$ cat src/hdl/scsa_ram.sv
module scsa_ram #(
  parameter int WIDTH = 8,
  parameter int DEPTH = 64,
  parameter int AW    = (DEPTH > 1) ? $clog2(DEPTH) : 1
) (
  input  logic             clk,
  input  logic             we,
  input  logic [AW-1:0]    waddr,
  input  logic [WIDTH-1:0] wdata,
  input  logic             re,
  input  logic [AW-1:0]    raddr,
  output logic [WIDTH-1:0] rdata
);

  logic [WIDTH-1:0] mem [DEPTH];

  // Write port
  always_ff @(posedge clk) begin
    if (we) begin
      mem[waddr] <= wdata;
    end
  end

  // Registered read, held while not enabled
  always_ff @(posedge clk) begin
    if (re) begin
      rdata <= mem[raddr];
    end
  end

endmodule

$ cat config.mk
export PLATFORM = sky130hd
export DESIGN_NAME = scsa_ram
export DESIGN_NICKNAME = d
export VERILOG_FILES = /design/src/hdl/scsa_ram.sv
export SDC_FILE = /design/constraint.sdc
export NUM_CORES = 1
export LEC_CHECK = 0
export ABC_AREA = 1
export BUFFER_PORTS_ARGS = -buffer_cell sky130_fd_sc_hd__buf_2
export CAP_MARGIN = 20
export CORE_MARGIN = 10
export CORE_UTILIZATION = 56
export DETAILED_ROUTE_END_ITERATION = 10
export GPL_ROUTABILITY_DRIVEN = 0
export PLACE_DENSITY = 0.69
export SYNTH_ARGS = -nofsm -noshare
export SYNTH_HDL_FRONTEND = slang
export SYNTH_SLANG_ARGS = --single-unit
$ cat constraint.sdc
create_clock -name clk -period 2.5 [get_ports clk]
set_input_delay 0.125 -clock clk [delete_from_list [all_inputs] [get_ports clk]]
set_output_delay 0.125 -clock clk [all_outputs]
set_load 0.05 [all_outputs]
==> metrics.txt <==
run status=finished, final reports clean; startpoint type of the worst setup path=flop; Mapped Cells=1805; Synth Area per Inst=11.9 µm²; area of placed instances=0.0223 mm²; Power per Cell Area=752 mW/mm²; mean routed wirelength per cell=22.3 µm; reg2reg end=rdata[6]$_DFFE_PP_; area of the die=0.0465 mm²; Worst path max stage delay=0.50 ns; Chip Width=216 µm; Pleak=0.00868 µW; Worst-path clk slew=0.06 ns; VDD IR max=622 µV; antenna viol nets, final=0; Setup Skew=0.0226 ns; Initial Utilization=0.569; RSZ-0062 raised after global routing=false; clock insertion delay at the later pin of the skew report=0.60 ns; Hold-fix buffers, CTS=1; critical path's slowest cell=edfxtp_1; post-CTS resize count=0; final setup fails=0; Post-CTS Setup Inserts=0; synthesis warning total=0; cell area after layout=0.0238 mm²; fmax=646 MHz; CP Cell Sequence=buf_2; Hold Crit Depth=3; H-tree depth=2; first-pass GRT wire length=82.4 mm; site row count=71; crit end category=output port; DR vias=14200; post-route minimum period=1.55 ns; GRT Total Usage=0.230; dpl ws=0.479 ns; worst hold start=raddr[5]; number of CTS-inserted buffers=51; Congestion Overflow GR=0; drt drc=0; critical path required time=2.38 ns; Synth Register Bits=520; layout cell share with drive strength beyond 1=0.100; Post-Syn Area=0.0214 mm²; CTS tree=built; initial antenna violation count=2; # IOs=31; headroom to the max-slew limit=0.251; cells on worst reg2reg path=8; CP bufs+invs=1; CP delay by family, top=flip-flops; Clock Root Buffer=clkbuf_16; hold endpoint=rdata[0]$_DFFE_PP_; deepest clock path buffer count=3; Hold Fails Final Rpt=0; crit path kind=flop to output port; Final Max Tran Viols=0; setup slack after layout=0.951 ns; initial drt markers=1745; largest net degree at the start of global routing=120; vias in the first global route=13800; drt first pass iters=5; IO Port Bufs=30; routed wire length=54.0 mm; Design Power=17900 µW; area of the core=0.0377 mm²; Synth-to-Final Area Change=11.1%; worst-path fanout max=1; dpl hpwl=31.3 mm; Post-Syn Nets=1828; setup tns final=0 ns; sequential fraction of the synthesis area=0.729; die height=216 µm; Clock Sink Count=520; CP Data Arrival Time=1.42 ns; Crit Reg-Reg Startpoint=mem[27][6]$_DFFE_PP_; Yosys cell types=15; FF-to-FF setup slack=0.98 ns; layout net count=1898; worst-margin pin slew=1.12 ns; Vias/cell=5.84; period utilization=0.620; fill count=2900; min-delay worst type=input pin to flop; max_cap viols=0
## area by class of cell
class                   count  area (µm²)  area share
diodes                      1        2.50    0.000105
clock buffers              69        1370      0.0573
clock inverters            21         133     0.00557
inverters                  12        52.6     0.00221
multi-input cells        1160        4950       0.208
flip-flops and latches    520       15600       0.656
well taps                 511         639      0.0269
repair buffers            130        1050      0.0442
## placed cells by master, fill, tap and decap left out, drive strengths merged
| cell type | netlist | final |
|---|---|---|
| inv | 12 | 14 |
| bufinv | 0 | 1 |
| nor4 | 8 | 8 |
| buf | 98 | 128 |
| nor2 | 56 | 56 |
| clkbuf | 15 | 70 |
| edfxtp | 520 | 520 |
| nand4 | 9 | 9 |
| diode | 0 | 1 |
| nand3 | 439 | 439 |
| nand2 | 648 | 648 |
| dlygate4sd3 | 0 | 1 |
| clkinv | 0 | 18 |
## state kept, by name (all words and copies together), names as in the netlist
signal  flops
mem       512
rdata       8
## synth_stat cells (all sizes together)
cell | count | area, µm²
nand2 | 648 | 2430
edfxtp | 520 | 15600
nand3 | 439 | 2200
buf | 98 | 752
nor2 | 56 | 210
clkbuf | 15 | 56.3
inv | 12 | 50.1
nand4 | 9 | 56.3
nor4 | 8 | 50.1
## worst max-delay path by stage
stage                                 endpoint  cells after the start  slack [ns]                 start
final                                 rdata[5]                      1        0.95    rdata[5]$_DFFE_PP_
after CTS                             rdata[1]                      1        0.95    rdata[1]$_DFFE_PP_
after detailed placement    rdata[0]$_DFFE_PP_                      9        0.48              raddr[1]
after global routing        rdata[4]$_DFFE_PP_                      8        0.90  mem[26][4]$_DFFE_PP_
after floorplan           mem[48][0]$_DFFE_PP_                      3        0.61                    we
after global placement      rdata[5]$_DFFE_PP_                      9        0.54              raddr[1]
## cell families (layout without fill, tap and decap cells)
logic type             Yosys count  count (layout)  synth area share
AND/OR/NAND/NOR               1160            1160             0.231
flip-flops                     520             520             0.729
buffers and inverters          125             232            0.0401
other                            0               1                 0
## per-stage QoR
stage	instances	util	hold WS, ns
3_3_place_gp	2332	0.592	0.565
4_1_cts	2423	0.632	0.0207
6_report	2424	0.632	0.0496
2_1_floorplan	1805	-	0.224
5_1_grt	2424	0.632	0.0580
3_5_place_dp	2332	0.592	0.564
## routing by layer
layer / share of wire / wire (µm) / track usage
met2: 0.48 / 25700 / 0.366
met3: 0.096 / 5170 / 0.0462
met5: 0.00022 / 12 / 0
met4: 0.030 / 1620 / 0.0897
met1: 0.40 / 21400 / 0.308
## where the power goes
group          internal (µW)  switching (µW)  total, µW
logic                    296             888       1180
registers               9670            25.8       9700
clock network           3910            3100       7020
total                  13900            4020      17900
(Power assumes the default switching activity.)
